**src/hdl/egb_pkg.sv**
```systemverilog
// Shared types, micro-op codes and the control program of the extended GCD block.
package egb_pkg;

  // Default coefficient width; operands and the divisor are one bit narrower.
  localparam int unsigned EGB_OPERAND_BITS = 32;

  // Width of the step counter of the sequencer.
  localparam int unsigned PC_BITS = 3;

  // Datapath operations selected by one control word.
  typedef enum logic [2:0] {
    OP_NONE,
    OP_LOAD,
    OP_INIT,
    OP_DIV,
    OP_SWAP,
    OP_EMIT
  } egb_op_e;

  // Jump conditions of one control word.
  typedef enum logic [2:0] {
    CND_NEVER,
    CND_ALWAYS,
    CND_NO_INPUT,
    CND_R1_ZERO,
    CND_DIV_MORE,
    CND_OUT_BUSY
  } egb_cond_e;

  typedef logic [PC_BITS-1:0] egb_pc_t;

  // Program addresses.
  localparam egb_pc_t STEP_WAIT = egb_pc_t'(0);
  localparam egb_pc_t STEP_TEST = egb_pc_t'(1);
  localparam egb_pc_t STEP_DIV  = egb_pc_t'(2);
  localparam egb_pc_t STEP_SWAP = egb_pc_t'(3);
  localparam egb_pc_t STEP_EMIT = egb_pc_t'(4);

  // One control word: operation, jump condition and jump target.
  typedef struct packed {
    egb_op_e   op;
    egb_cond_e cond;
    egb_pc_t   target;
  } egb_uword_t;

  // Status flags returned by the datapath to the sequencer.
  typedef struct packed {
    logic r1_zero;
    logic div_last;
  } egb_status_t;

  // Control program. A word that does not jump falls through to the next address.
  function automatic egb_uword_t egb_rom(egb_pc_t pc);
    egb_uword_t word;
    case (pc)
      STEP_WAIT: word = '{op: OP_LOAD, cond: CND_NO_INPUT, target: STEP_WAIT};
      STEP_TEST: word = '{op: OP_INIT, cond: CND_R1_ZERO,  target: STEP_EMIT};
      STEP_DIV:  word = '{op: OP_DIV,  cond: CND_DIV_MORE, target: STEP_DIV};
      STEP_SWAP: word = '{op: OP_SWAP, cond: CND_ALWAYS,   target: STEP_TEST};
      STEP_EMIT: word = '{op: OP_EMIT, cond: CND_OUT_BUSY, target: STEP_EMIT};
      default:   word = '{op: OP_NONE, cond: CND_ALWAYS,   target: STEP_WAIT};
    endcase
    return word;
  endfunction

endpackage

```
**src/hdl/egb_seq.sv**
```systemverilog
// Microcode sequencer: step counter, control program lookup and conditional jumps.
module egb_seq (
  input  logic                clk_i,
  input  logic                rst_ni,
  input  logic                in_valid_i,
  input  logic                out_busy_i,
  input  egb_pkg::egb_status_t status_i,
  output egb_pkg::egb_op_e    op_o,
  output logic                load_ready_o
);
  import egb_pkg::*;

  egb_pc_t    pc_q, pc_d;
  egb_uword_t word;
  logic       taken;
  logic       fire;

  assign word = egb_rom(pc_q);

  // Evaluate the jump condition of the current word.
  always_comb begin
    case (word.cond)
      CND_NEVER:    taken = 1'b0;
      CND_ALWAYS:   taken = 1'b1;
      CND_NO_INPUT: taken = !in_valid_i;
      CND_R1_ZERO:  taken = status_i.r1_zero;
      CND_DIV_MORE: taken = !status_i.div_last;
      CND_OUT_BUSY: taken = out_busy_i;
      default:      taken = 1'b0;
    endcase
  end

  // A load needs an input transfer and an emit needs a free output register.
  assign fire = !(word.op == OP_LOAD && !in_valid_i) && !(word.op == OP_EMIT && out_busy_i);
  assign op_o = fire ? word.op : OP_NONE;
  assign load_ready_o = (word.op == OP_LOAD);

  assign pc_d = taken ? word.target : pc_q + egb_pc_t'(1);

  always_ff @(posedge clk_i or negedge rst_ni) begin
    if (!rst_ni) begin
      pc_q <= STEP_WAIT;
    end else begin
      pc_q <= pc_d;
    end
  end

endmodule

```
**src/hdl/egb_dp.sv**
```systemverilog
// Datapath: remainder and coefficient registers with a bit-serial divide and multiply-accumulate.
module egb_dp #(
  parameter int unsigned OPERAND_BITS = egb_pkg::EGB_OPERAND_BITS
) (
  input  logic                     clk_i,
  input  logic                     rst_ni,
  input  egb_pkg::egb_op_e         op_i,
  input  logic [OPERAND_BITS-2:0]  operand_a_i,
  input  logic [OPERAND_BITS-2:0]  operand_b_i,
  output egb_pkg::egb_status_t     status_o,
  output logic [OPERAND_BITS-2:0]  divisor_o,
  output logic [OPERAND_BITS-1:0]  coeff_x_o,
  output logic [OPERAND_BITS-1:0]  coeff_y_o
);
  import egb_pkg::*;

  localparam int unsigned W  = OPERAND_BITS - 1;
  localparam int unsigned N  = OPERAND_BITS;
  localparam int unsigned CW = $clog2(W);

  logic [W-1:0]  r0_q, r0_d, r1_q, r1_d;
  logic [N-1:0]  s0_q, s0_d, s1_q, s1_d;
  logic [N-1:0]  t0_q, t0_d, t1_q, t1_d;
  logic [W-1:0]  rem_q, rem_d, dvd_q, dvd_d;
  logic [N-1:0]  acc_s_q, acc_s_d, acc_t_q, acc_t_d;
  logic [CW-1:0] cnt_q, cnt_d;
  logic [W:0]    trial;
  logic [W:0]    diff;
  logic          qbit;

  // One restoring division step: bring down the next dividend bit and try to subtract.
  assign trial = {rem_q, dvd_q[W-1]};
  assign diff  = trial - {1'b0, r1_q};
  assign qbit  = (trial >= {1'b0, r1_q});

  always_comb begin
    r0_d    = r0_q;
    r1_d    = r1_q;
    s0_d    = s0_q;
    s1_d    = s1_q;
    t0_d    = t0_q;
    t1_d    = t1_q;
    rem_d   = rem_q;
    dvd_d   = dvd_q;
    acc_s_d = acc_s_q;
    acc_t_d = acc_t_q;
    cnt_d   = cnt_q;
    case (op_i)
      OP_LOAD: begin
        r0_d = operand_a_i;
        r1_d = operand_b_i;
        s0_d = N'(1);
        s1_d = '0;
        t0_d = '0;
        t1_d = N'(1);
      end
      OP_INIT: begin
        rem_d   = '0;
        dvd_d   = r0_q;
        acc_s_d = '0;
        acc_t_d = '0;
        cnt_d   = '0;
      end
      OP_DIV: begin
        // Quotient bits arrive MSB first, so the products q*s1 and q*t1 build up by shift-add.
        rem_d   = qbit ? diff[W-1:0] : trial[W-1:0];
        dvd_d   = {dvd_q[W-2:0], 1'b0};
        acc_s_d = {acc_s_q[N-2:0], 1'b0} + (qbit ? s1_q : '0);
        acc_t_d = {acc_t_q[N-2:0], 1'b0} + (qbit ? t1_q : '0);
        cnt_d   = cnt_q + CW'(1);
      end
      OP_SWAP: begin
        r0_d = r1_q;
        r1_d = rem_q;
        s0_d = s1_q;
        s1_d = s0_q - acc_s_q;
        t0_d = t1_q;
        t1_d = t0_q - acc_t_q;
      end
      default: begin
      end
    endcase
  end

  // Step counter of the divide loop.
  always_ff @(posedge clk_i or negedge rst_ni) begin
    if (!rst_ni) begin
      cnt_q <= '0;
    end else begin
      cnt_q <= cnt_d;
    end
  end

  // Working registers hold payload only.
  always_ff @(posedge clk_i) begin
    r0_q    <= r0_d;
    r1_q    <= r1_d;
    s0_q    <= s0_d;
    s1_q    <= s1_d;
    t0_q    <= t0_d;
    t1_q    <= t1_d;
    rem_q   <= rem_d;
    dvd_q   <= dvd_d;
    acc_s_q <= acc_s_d;
    acc_t_q <= acc_t_d;
  end

  assign status_o.r1_zero  = (r1_q == '0);
  assign status_o.div_last = (cnt_q == CW'(W - 1));

  assign divisor_o = r0_q;
  assign coeff_x_o = s0_q;
  assign coeff_y_o = t0_q;

endmodule

```
**src/hdl/extended_gcd_bezout.sv**
```systemverilog
// Top level of the extended GCD block: sequencer, datapath and result register.
// Computes gcd(a, b) with Bezout coefficients x, y (a*x + b*y = gcd) by the iterative
// Euclidean loop. One item is worked at a time. After the input transfer, every quotient
// step is one test, a bit-serial divide over the OPERAND_BITS - 1 quotient bits and one
// update, and the item ends with one test, one emit and one return step; for 31-bit
// operands an item has at most 45 quotient steps. The bit-serial divider retires one
// quotient bit per cycle. The result sits in an output register, so a new input is
// taken while the previous result still waits for its transfer.
module extended_gcd_bezout #(
  parameter int unsigned OPERAND_BITS = egb_pkg::EGB_OPERAND_BITS
) (
  input  logic                    clk_i,
  input  logic                    rst_ni,
  input  logic                    in_valid_i,
  output logic                    in_stall_o,
  input  logic [OPERAND_BITS-2:0] operand_a_i,
  input  logic [OPERAND_BITS-2:0] operand_b_i,
  output logic                    out_valid_o,
  input  logic                    out_stall_i,
  output logic [OPERAND_BITS-2:0] divisor_o,
  output logic [OPERAND_BITS-1:0] coeff_x_o,
  output logic [OPERAND_BITS-1:0] coeff_y_o
);
  import egb_pkg::*;

  egb_op_e                 op;
  egb_status_t             status;
  logic                    load_ready;
  logic                    out_busy;
  logic                    out_valid_q, out_valid_d;
  logic [OPERAND_BITS-2:0] dp_divisor;
  logic [OPERAND_BITS-1:0] dp_coeff_x, dp_coeff_y;
  logic [OPERAND_BITS-2:0] divisor_q;
  logic [OPERAND_BITS-1:0] coeff_x_q, coeff_y_q;

  // A waiting result blocks an emit only if it is not taken in the same cycle.
  assign out_busy = out_valid_q && out_stall_i;

  egb_seq u_seq (
    .clk_i       (clk_i),
    .rst_ni      (rst_ni),
    .in_valid_i  (in_valid_i),
    .out_busy_i  (out_busy),
    .status_i    (status),
    .op_o        (op),
    .load_ready_o(load_ready)
  );

  egb_dp #(
    .OPERAND_BITS(OPERAND_BITS)
  ) u_dp (
    .clk_i      (clk_i),
    .rst_ni     (rst_ni),
    .op_i       (op),
    .operand_a_i(operand_a_i),
    .operand_b_i(operand_b_i),
    .status_o   (status),
    .divisor_o  (dp_divisor),
    .coeff_x_o  (dp_coeff_x),
    .coeff_y_o  (dp_coeff_y)
  );

  assign in_stall_o = !load_ready;

  // Output valid: set on emit, cleared by the output transfer.
  always_comb begin
    out_valid_d = out_valid_q;
    if (out_valid_q && !out_stall_i) begin
      out_valid_d = 1'b0;
    end
    if (op == OP_EMIT) begin
      out_valid_d = 1'b1;
    end
  end

  always_ff @(posedge clk_i or negedge rst_ni) begin
    if (!rst_ni) begin
      out_valid_q <= 1'b0;
    end else begin
      out_valid_q <= out_valid_d;
    end
  end

  // Result payload register.
  always_ff @(posedge clk_i) begin
    if (op == OP_EMIT) begin
      divisor_q <= dp_divisor;
      coeff_x_q <= dp_coeff_x;
      coeff_y_q <= dp_coeff_y;
    end
  end

  assign out_valid_o = out_valid_q;
  assign divisor_o   = divisor_q;
  assign coeff_x_o   = coeff_x_q;
  assign coeff_y_o   = coeff_y_q;

  // Only one item is in flight: the step after an input transfer takes no input.
  assert property (@(posedge clk_i) disable iff (!rst_ni)
    (in_valid_i && !in_stall_o) |=> in_stall_o)
    else $error("input taken twice in a row");

  // A loaded item always starts with the zero test.
  assert property (@(posedge clk_i) disable iff (!rst_ni)
    (op == OP_LOAD) |=> (op == OP_INIT))
    else $error("load not followed by test");

  // The last divide cycle hands over to the update step.
  assert property (@(posedge clk_i) disable iff (!rst_ni)
    (op == OP_DIV && status.div_last) |=> (op == OP_SWAP))
    else $error("divide loop overran");

  // An emit never overwrites a result that is still waiting.
  assert property (@(posedge clk_i) disable iff (!rst_ni)
    (op == OP_EMIT) |-> !out_busy)
    else $error("result overwritten");

  // An emitted result is presented in the next cycle.
  assert property (@(posedge clk_i) disable iff (!rst_ni)
    (op == OP_EMIT) |=> out_valid_o)
    else $error("emitted result not presented");

endmodule

```
**config.mk**
```make
export PLATFORM = sky130hd
export DESIGN_NAME = extended_gcd_bezout
export DESIGN_NICKNAME = d
export VERILOG_FILES = /design/src/hdl/egb_pkg.sv /design/src/hdl/egb_seq.sv /design/src/hdl/egb_dp.sv /design/src/hdl/extended_gcd_bezout.sv
export SDC_FILE = /design/constraint.sdc
export NUM_CORES = 1
export LEC_CHECK = 0
export ABC_AREA = 1
export BUFFER_PORTS_ARGS = -buffer_cell sky130_fd_sc_hd__buf_2
export CORE_MARGIN = 2
export CORE_UTILIZATION = 60
export CTS_BUF_LIST = sky130_fd_sc_hd__clkbuf_4
export DETAILED_ROUTE_END_ITERATION = 10
export PLACE_DENSITY = 0.85
export SLEW_MARGIN = 10
export SYNTH_ARGS = -nofsm -noshare
export SYNTH_HDL_FRONTEND = slang
export SYNTH_HIERARCHICAL = 1
export SYNTH_SLANG_ARGS = --single-unit
```
**constraint.sdc**
```tcl
create_clock -name clk_i -period 21.1 [get_ports clk_i]
set_clock_uncertainty 0.05 [all_clocks]
set_input_delay 3.165 -clock clk_i [delete_from_list [all_inputs] [get_ports clk_i]]
set_output_delay 3.165 -clock clk_i [all_outputs]
set_load 0.05 [all_outputs]
```
======== After elaboration in Yosys (flattened, before gate mapping) ========
Index checks and enable logic that the tools add are counted.
storage, ports and cells
  bits in registers ....................... 420
  bits of input ports ..................... 66
  output and inout port bits .............. 97
  word-level logic and storage cells ...... 77
cells by class
  add/subtract/negate cells ............... 7
  order comparisons ....................... 1
  equality and inequality tests ........... 17
  mux-type cells .......................... 20
  reduce and logical (&&, ||, !) cells .... 16
operators with widths
  operator             number
  $pmux 32 s2          6
  $pmux 31 s2          4
  $add 32x32->32       2
  $mux 32              2
  $sub 32x32->32       2
  $pmux 9 s5           1
  $ge 32x31->1         1
  $logic_not 31->1     1
  $mux 31              1
  $sub 31x31->31       1
  $eq 3x2->1 const B   6
  $eq 3x3->1 const B   6
  $eq 3x1->1 const B   4
  $pmux 5 s2           1
  $logic_not 1->1      6
  $mux 3               2
  $reduce_bool 2->1    3
  $add 5x1->5 const B  1
  $eq 5x5->1 const B   1
  $logic_and 1x1->1    5
  $pmux 1 s5           1
  $add 3x1->3 const B  1
  $logic_not 3->1      1
  $mux 1               2

======== Longest topological paths before layout ========
Gate-level depths: netlist of run 1.
  word-level depth ........................ 9
  mapped depth ............................ 28
  depth with buffers taken out ............ 27

======== Hierarchy ========
The synthesis of run 1 kept the hierarchy.
by module, submodules not included
  module               instances  cells each  area an instance (um^2)  seq. area each (um^2)
  egb_dp               1          2744        21773.4                  9614.2
  extended_gcd_bezout  1          103         2910.3                   2877.8
  egb_seq              1          60          395.4                    75.1

======== Worst setup path before layout of run 1 ========
No wires, ideal clock.
  kind .................................... input-to-reg
  start ................................... input port out_stall_i
  end ..................................... register u_dp.s0_q[0] (netlist: u_dp/coeff_x_o[0]), enable pin
  library setup time ...................... 1.516 ns
  data arrival time ....................... 7.638 ns
  required time ........................... 19.534 ns
  path slack .............................. 11.896 ns
  stages .................................. 10
  path buffers ............................ 2
  cell sequence ........................... nand2_1 -> inv_1 -> nand2_1 -> o22ai_1 -> a21oi_1 -> nor3_2 -> inv_1 -> clkbuf_1 -> clkbuf_1 -> nand2_1
on the way
  word-level cells in the longest chain between the ends .. 7
  elaborated cells between the ends (all ways) .. 8
  classes of those cells .................. 2 x eq/ne; 1 x mux; 5 x reduce/logical
RTL lines
  item                                             RTL line                   text
  from (decl)                                      extended_gcd_bezout.sv:19  input logic out_stall_i,
  $logic_and 1x1->1 *                              extended_gcd_bezout.sv:37  assign out_busy = out_valid_q && out_stall_i;
  named net out_busy                               extended_gcd_bezout.sv:29  logic out_busy;
  $logic_and 1x1->1 *                              egb_seq.sv:34              assign fire = !(word.op == OP_LOAD && !in_valid_i) && !(word.op == OP_EMIT && out_busy_i);
  $logic_not 1->1 *                                egb_seq.sv:34
  $logic_and 1x1->1 *                              egb_seq.sv:34
  $mux 3 *                                         egb_seq.sv:35              assign op_o = fire ? word.op : OP_NONE;
  named net op[0]                                  extended_gcd_bezout.sv:26  egb_op_e op;
  $eq 3x1->1 / $eq 3x3->1 (equally long branches)  egb_dp.sv:48               case (op_i)
  $reduce_bool 2->1 (no source line) *             n/a
  to (signal assigned)                             egb_dp.sv:98               s0_q <= s0_d;
  to (decl)                                        egb_dp.sv:22               logic [N-1:0] s0_q, s0_d, s1_q, s1_d;
Mark *: on every way through the listed nets, which the timed path passes. The rest lies on a longest branch.
A chain may end at the register's enable or synchronous reset.

======== Worst setup path in the final report of run 1 ========
  start ................................... input port out_stall_i
  end ..................................... register u_dp.s0_q[8] (netlist: u_dp/coeff_x_o[8]), enable pin
Same word-level chain as after synthesis.

==> run metrics, run 1 <==
Hold Crit Class flop to flop; critical path class primary input to flop; Die Ht approximately 210 um; number of iterations in the first detailed-routing pass 6; Worst Slack Setup Final 14.26 ns; Initial Util 61.1%; max-slew violations 0; post-synth top area share between 40% and 50%; Die Width roughly 210 um; total CTS buffers between 100 and 150; Post-Syn Nets 3139; GPL Wtd Cong 0.947; vias in the first global route 21.0k; post-route ant nets 0; crit start category primary input; CP max FO 90; Synth Area in XOR/XNOR 0.803%; Site Rows between 70 and 80; peak per-stage delay on the critical path around 0.86 ns; status finished, final reports clean; vias per cell 5.81; WL/cell 18.2 um; post-DP HPWL around 50000 um; Synth Register Bits between 400 and 500; worst-case clock buffer depth 3; via count 21.8k; Critical Path Sink Type flop; most frequent cells in the layout nand2_1, edfxtp_1, nor2_1; Synth Warn # 6; routed wire length just under 70000 um; Setup Buffers After CTS 0; post-route DRC violation count 0; area leader, netlist edfxtp_1; Clk pin slew, worst setup/hold paths 0.07 ns; top_reg_cell synth edfxtp_1; critical path arrival ~7.3 ns; unrepaired setup endpoints after global routing no; Syn Inst Count 2907; hold buffer count at cts 0; fraction of registers with async set/reset under 10%; first-pass GRT wire length ~110000 um; FF+latch area 12600 sq um; CP Data Required Time between 20 and 25 ns; setup TNS 0 ns; die area around 43000 sq um; largest net degree at the start of global routing 110; Synth Area in Compound Gates 14.2%; GR Overflow Total 0; pin slew with the least headroom to its limit around 1.1 ns; cell family with most CP delay buffers and inverters; count of buffer and inverter cells on the critical path 6; multi-input logic area about 11000 sq um; area of the core between 40000 and 50000 sq um; worst-path cell chain buf_2 > nand2_1 > inv_1 > nand2_1 > o22ai_1 > nor2_1 > inv_1 > nor3_4 > buf_4 > inv_4 > nand2_4 > buf_4; slowest cell on the critical path nand2_4; GRT Resource Usage Total 31.2%; largest family of logic cells by synthesized area simple AND/OR/NAND/NOR gates; Layout area overhead 10.8%; Max Cap Violations 0; mean area per synthesized cell 8.63 sq um; FMAX 146 MHz; final hold vios 0; I/O pin cnt 163; Area contributors post-synth edfxtp_1, nand2_1, ha_1; I/O Buffers between 150 and 200; Hold Slack 0.363 ns; multiplexer area fraction after synthesis 0%; Synth Area in Adders roughly 8.4%; Setup-failing EPs final 0; antenna violations before repair 1; mapped cell area 25100 sq um; share of cells above drive strength 1 12.7%; Place WS 13.39 ns; H-tree levels 3; CTS tree built; filler instances 3289; Final Cycle Share 32.4%; drt initial violations 2192; Nets 3368; clk_lat worst skew 0.91 ns; Yosys cell types just under 50; post-layout min period 6.84 ns; Slew HR 27.1%; root buf cell clkbuf_4; Sink Count 420; commonest non-fill, non-tap cell in the layout nand2_1; register area share after synthesis 50.1%; Simple-Gate Fraction of Synth Area 19.9%; Post-synth EDFFs 411; post-CTS sizing 0
==> cell usage after synthesis, types with 3 or more instances <==
library cell and number:
a21oi_2 4, o21bai_2 3, a21boi_0 10, o21ai_0 223
o21bai_1 16, xnor2_1 13, nor4_1 19, edfxtp_1 411
o21ai_2 7, inv_2 7, o211ai_1 7, nor2_4 3
nand3b_1 5, nand2_2 9, nor3b_1 4, a21o_1 21
clkbuf_1 33, nand2_1 650, inv_1 351, buf_2 16
nor2_1 387, a31oi_1 11, buf_6 3, ha_1 161
dfrtp_1 9, nand3_2 5, nor3_1 25, nand4_1 16
xor2_1 10, nor2_2 4, a21oi_1 299, o21ai_1 28
o21a_1 18, nand3_1 94, fa_1 5
==> state kept, by name, indices dropped and copies added, names as in the netlist, 31 cells and up <==
| register | cells |
|---|---|
| coeff_x_o | 32 |
| coeff_y_o | 32 |
| u_dp/acc_s_q | 32 |
| u_dp/acc_t_q | 32 |
| u_dp/coeff_x_o | 32 |
| u_dp/coeff_y_o | 32 |
| u_dp/s1_q | 32 |
| u_dp/t1_q | 32 |
| divisor_o | 31 |
| u_dp/divisor_o | 31 |
| u_dp/dvd_q | 31 |
| u_dp/r1_q | 31 |
| u_dp/rem_q | 31 |
==> layout make-up <==
class	instances	area share, %
sequential	420	45.2
antenna	1	0.00900
timing repair buffer	172	3.19
multi-input combinational	2072	39.2
clock buffer	169	4.57
tap	532	2.40
clock inverter	29	0.540
inverter	359	4.87
==> logic make-up (layout without fill, tap and decap cells) <==
logic type               after synthesis  in the layout
other                                  0              1
flip-flops                           420            420
adder cells (fa/ha/maj)              166            166
AO/OA/AOI/OAI                        656            656
buffers and inverters                415            729
XOR/XNOR                              23             23
AND/OR/NAND/NOR                     1227           1227
==> path summary, 6_finish.rpt <==
kind / from / to / slack (ns) / depth (start not counted)
setup / recovery: out_stall_i / u_dp/coeff_x_o[8] / 14.26 / 12
hold / removal: u_dp/divisor_o[26] / divisor_o[26] / 0.36 / 0
setup reg to reg: u_dp/dvd_q[30] / u_dp/acc_t_q[25] / 15.57 / 28
hold reg to reg: u_dp/divisor_o[26] / divisor_o[26] / 0.36 / 0
max in group asynchronous: rst_ni / u_seq/pc_q[0] / 18.72 / 1
min in group asynchronous: rst_ni / out_valid_o / 2.09 / 1
==> layer usage <==
metal  track usage [%]  wire, um
met5                 0         0
met4              11.7      1990
met3              5.25      6470
met2              49.0     30800
met1              43.9     29200
==> metrics by stage <==
step	area [sq um]	utilization, %	cells
4_1_cts	27800	67.8	3753
6_report	27800	67.8	3754
5_1_grt	27800	67.8	3754
2_1_floorplan	25100	-	2907
3_5_place_dp	26400	64.3	3555
3_3_place_gp	26400	64.3	3555
==> worst register-to-register path, delay by kind of cell (launching register included) <==
| kind | cells | cell delay, ns |
|---|---|---|
| and+or+nand+nor | 16 | 1.85 |
| buffers and inverters | 5 | 1.11 |
| adders and majority gates | 4 | 1.07 |
| AOI/OAI and AO/OA | 3 | 0.74 |
| DFF | 1 | 0.44 |
Power of run 1 is not shown: default switching activity piles up to over one toggle a cycle in this logic, so the estimate is an artifact.
==> inputs of run 2 (changes only) <==
--- a/config.mk
+++ b/config.mk
@@ -5,7 +5,7 @@
 export SDC_FILE = /design/constraint.sdc
 export NUM_CORES = 1
 export LEC_CHECK = 0
-export ABC_AREA = 1
+export ABC_AREA = 0
 export BUFFER_PORTS_ARGS = -buffer_cell sky130_fd_sc_hd__buf_2
 export CORE_MARGIN = 2
 export CORE_UTILIZATION = 60
==> constraint.sdc (replaced) <==
create_clock -name clk_i -period 6.88 [get_ports clk_i]
set_clock_uncertainty 0.05 [all_clocks]
set_input_delay 1.032 -clock clk_i [delete_from_list [all_inputs] [get_ports clk_i]]
set_output_delay 1.032 -clock clk_i [all_outputs]
set_load 0.05 [all_outputs]
==> run metrics, run 2 <==
status finished, final reports clean (unchanged); post-CTS sizing 0 (unchanged); hold buffer count at cts 1 (was 0); drt initial violations 1567 (was 2192); Simple-Gate Fraction of Synth Area 16.4% (was 19.9%); critical path arrival 6.43 ns (was 7.27 ns); area of the core 39700 sq um (was 41000 sq um); Nets 2732 (was 3368); Max Cap Violations 0 (unchanged); clk_lat worst skew 0.88 ns (was 0.91 ns); die area 41900 sq um (was 43400 sq um); R2R setup slack 1.10 ns (was 15.57 ns); most common cell in the netlist edfxtp_1 (was nand2_1); post-DP HPWL 39400 um (was 50200 um); FMAX 173 MHz; critical path class flop to flop (was primary input to flop); Setup Buffers After CTS 0 (unchanged); reg2reg start u_dp/r1_q[0] (was u_dp/dvd_q[30]); register area share after synthesis 52.0% (was 50.1%); crit start category flop (was primary input); post-route ant nets 0 (unchanged); design area 26900 sq um (was 27800 sq um); Syn Inst Count 2295 (was 2907); vias per cell 6.00 (was 5.81); Die Width 205 um (was 208 um); root buf cell clkbuf_4 (unchanged); post-layout min period about 5.8 ns; Hold Startpoint u_dp/divisor_o[5] (was u_dp/divisor_o[26]); routed wire length 57400 um (was 68500 um); Area contributors post-synth edfxtp_1, ha_1, nand2_1 (was edfxtp_1, nand2_1, ha_1); GPL Wtd Cong 0.951 (was 0.947); total CTS buffers 105 (was 111); top_reg_cell synth edfxtp_1 (unchanged); Placed Area 25500 sq um (was 26400 sq um); GR Overflow Total 0 (unchanged); Post-synth EDFFs 411 (unchanged); unrepaired setup endpoints after global routing no (unchanged); Clk pin slew, worst setup/hold paths 0.08 ns (was 0.07 ns); Final Cycle Share 84.0%; I/O pin cnt 163 (unchanged); Sink Count 420 (unchanged); max-slew violations 0 (unchanged); Hold Slack 0.356 ns (was 0.363 ns); hold path cells 0 (unchanged); Hold Crit Class flop to flop (unchanged); GRT Resource Usage Total 27.6% (was 31.2%); Synth Register Bits 420 (unchanged); Initial Util 60.8% (was 61.1%); H-tree levels 3 (unchanged); Post-Syn Nets 2527 (was 3139); Synth Area in XOR/XNOR 4.37% (was 0.803%); crit path from u_dp/r1_q[0] (was out_stall_i); largest family of logic cells by synthesized area simple AND/OR/NAND/NOR gates (unchanged); Die Ht 205 um (was 208 um); via count 18.6k (was 21.8k); first-pass GRT wire length 92900 um (was 108000 um); mapped cell area 24200 sq um (was 25100 sq um); Layout area overhead 11.3% (was 10.8%); area leader, netlist edfxtp_1 (unchanged); most frequent cells in the layout edfxtp_1, nand2_1, nor2_1 (was nand2_1, edfxtp_1, nor2_1); worst-case clock buffer depth 3 (unchanged); reg2reg path depth 19 (was 28); top cells by instance count after synthesis edfxtp_1, nand2_1, nor2_1 (was nand2_1, edfxtp_1, nor2_1); reg-to-reg endpoint u_dp/acc_t_q[31] (was u_dp/acc_t_q[25]); Yosys cell types 89 (was 49); post-synth top area share 51.1% (was 49.2%); share of cells above drive strength 1 14.6% (was 12.7%); commonest non-fill, non-tap cell in the layout edfxtp_1 (was nand2_1); mean area per synthesized cell 10.5 sq um (was 8.63 sq um); I/O Buffers 162 (unchanged); final hold vios 0 (unchanged); fraction of registers with async set/reset 2.14% (unchanged); Synth Warn # 6 (unchanged); Synth Area in Adders 8.75% (was 8.43%); CTS tree built (unchanged); post-route DRC violation count 0 (unchanged); number of iterations in the first detailed-routing pass 5 (was 6); multiplexer area fraction after synthesis 1.06% (was 0%); largest net degree at the start of global routing 158 (was 110); CP Data Required Time 7.53 ns (was 21.53 ns); pin slew with the least headroom to its limit 1.05 ns (was 1.09 ns); vias in the first global route 18.7k (was 21.0k); WL/cell 18.5 um (was 18.2 um); CP max FO 71 (was 90); Hold Path End divisor_o[5] (was divisor_o[26]); setup TNS 0 ns (unchanged); Critical Path Sink Type flop (unchanged); antenna violations before repair 3 (was 1); Setup-failing EPs final 0 (unchanged); Synth Area in Compound Gates 14.1% (was 14.2%); Slew HR 29.8% (was 27.1%); Site Rows 73 (was 74)
-- run 2: cell types whose count changed after synthesis, moves of 77 or more --
cell	change
inv_1	-222
nor2_1	-174
o21ai_0	-109
nand2_1	-339
and3_1	+77
a21oi_1	-182
-- run 2: cells by family (layout without fill, tap and decap cells) --
| family | after synthesis | after routing |
|---|---|---|
| compound gates | 507 | 507 |
| xor+xnor | 119 | 119 |
| simple gates | 851 | 851 |
| flops | 420 | 420 |
| fa+ha+maj | 166 | 166 |
| mux | 25 | 25 |
| buf+inv | 207 | 486 |
| other cells | 0 | 3 |
-- run 2: routing by layer --
metal  vias up  global-route usage [%]  wire [um]
met1      8869                    37.1      24200
li1       8809                       -          -
met4         2                    10.8       1500
met3       124                    5.14       4340
met5         -                       0         13
met2       822                    44.5      27300
-- run 2: how the worst max path moves through the flow --
stage                       endpoint  slack (ns)  cells after the start
floorplan           u_dp/acc_s_q[11]        0.54                     11
global placement    u_dp/acc_t_q[19]        1.41                     19
detailed placement  u_dp/acc_t_q[31]        1.21                     19
CTS                 u_dp/acc_t_q[31]        1.20                     19
global route        u_dp/acc_t_q[31]        0.78                     19
finish              u_dp/acc_t_q[31]        1.10                     19
-- run 2: per-stage QoR --
| stage | setup slack, ns | util [%] | cells |
|---|---|---|---|
| after floorplan | 0.543 | - | 2295 |
| after global placement | 1.41 | 64.2 | 2917 |
| after detailed placement | 1.21 | 64.2 | 2917 |
| after CTS | 1.20 | 67.7 | 3099 |
| after global routing | 0.784 | 67.7 | 3102 |
| final | 1.10 | 67.7 | 3102 |
-- run 2: cell type report --
class	instances	area (sq um)
Antenna cell	3	7.51
Clock buffer	150	1130
Clock inverter	31	253
Fill cell	2978	12800
Inverter	130	493
Multi-Input combinational cell	1668	10900
Sequential cell	420	12600
Tap cell	525	657
Timing Repair Buffer	175	936
-- run 2: worst max-delay path, stage by stage, from the launching register on --
cell,delay [ns]
edfxtp_1,0.42
ha_1,0.26
fa_1,0.42
nor2b_1,0.18
o31a_1,0.20
o21ai_1,0.16
a21o_1,0.22
a2111oi_4,0.40
o21a_4,0.67
and2_1,0.22
ha_1,0.31
a211oi_1,0.34
nor2_1,0.11
or4_1,0.43
a21oi_1,0.15
o211ai_1,0.13
a41oi_1,0.33
o21ai_0,0.17
xnor3_1,0.34
nor2_1,0.12
Power of run 2 is left out for the same reason.
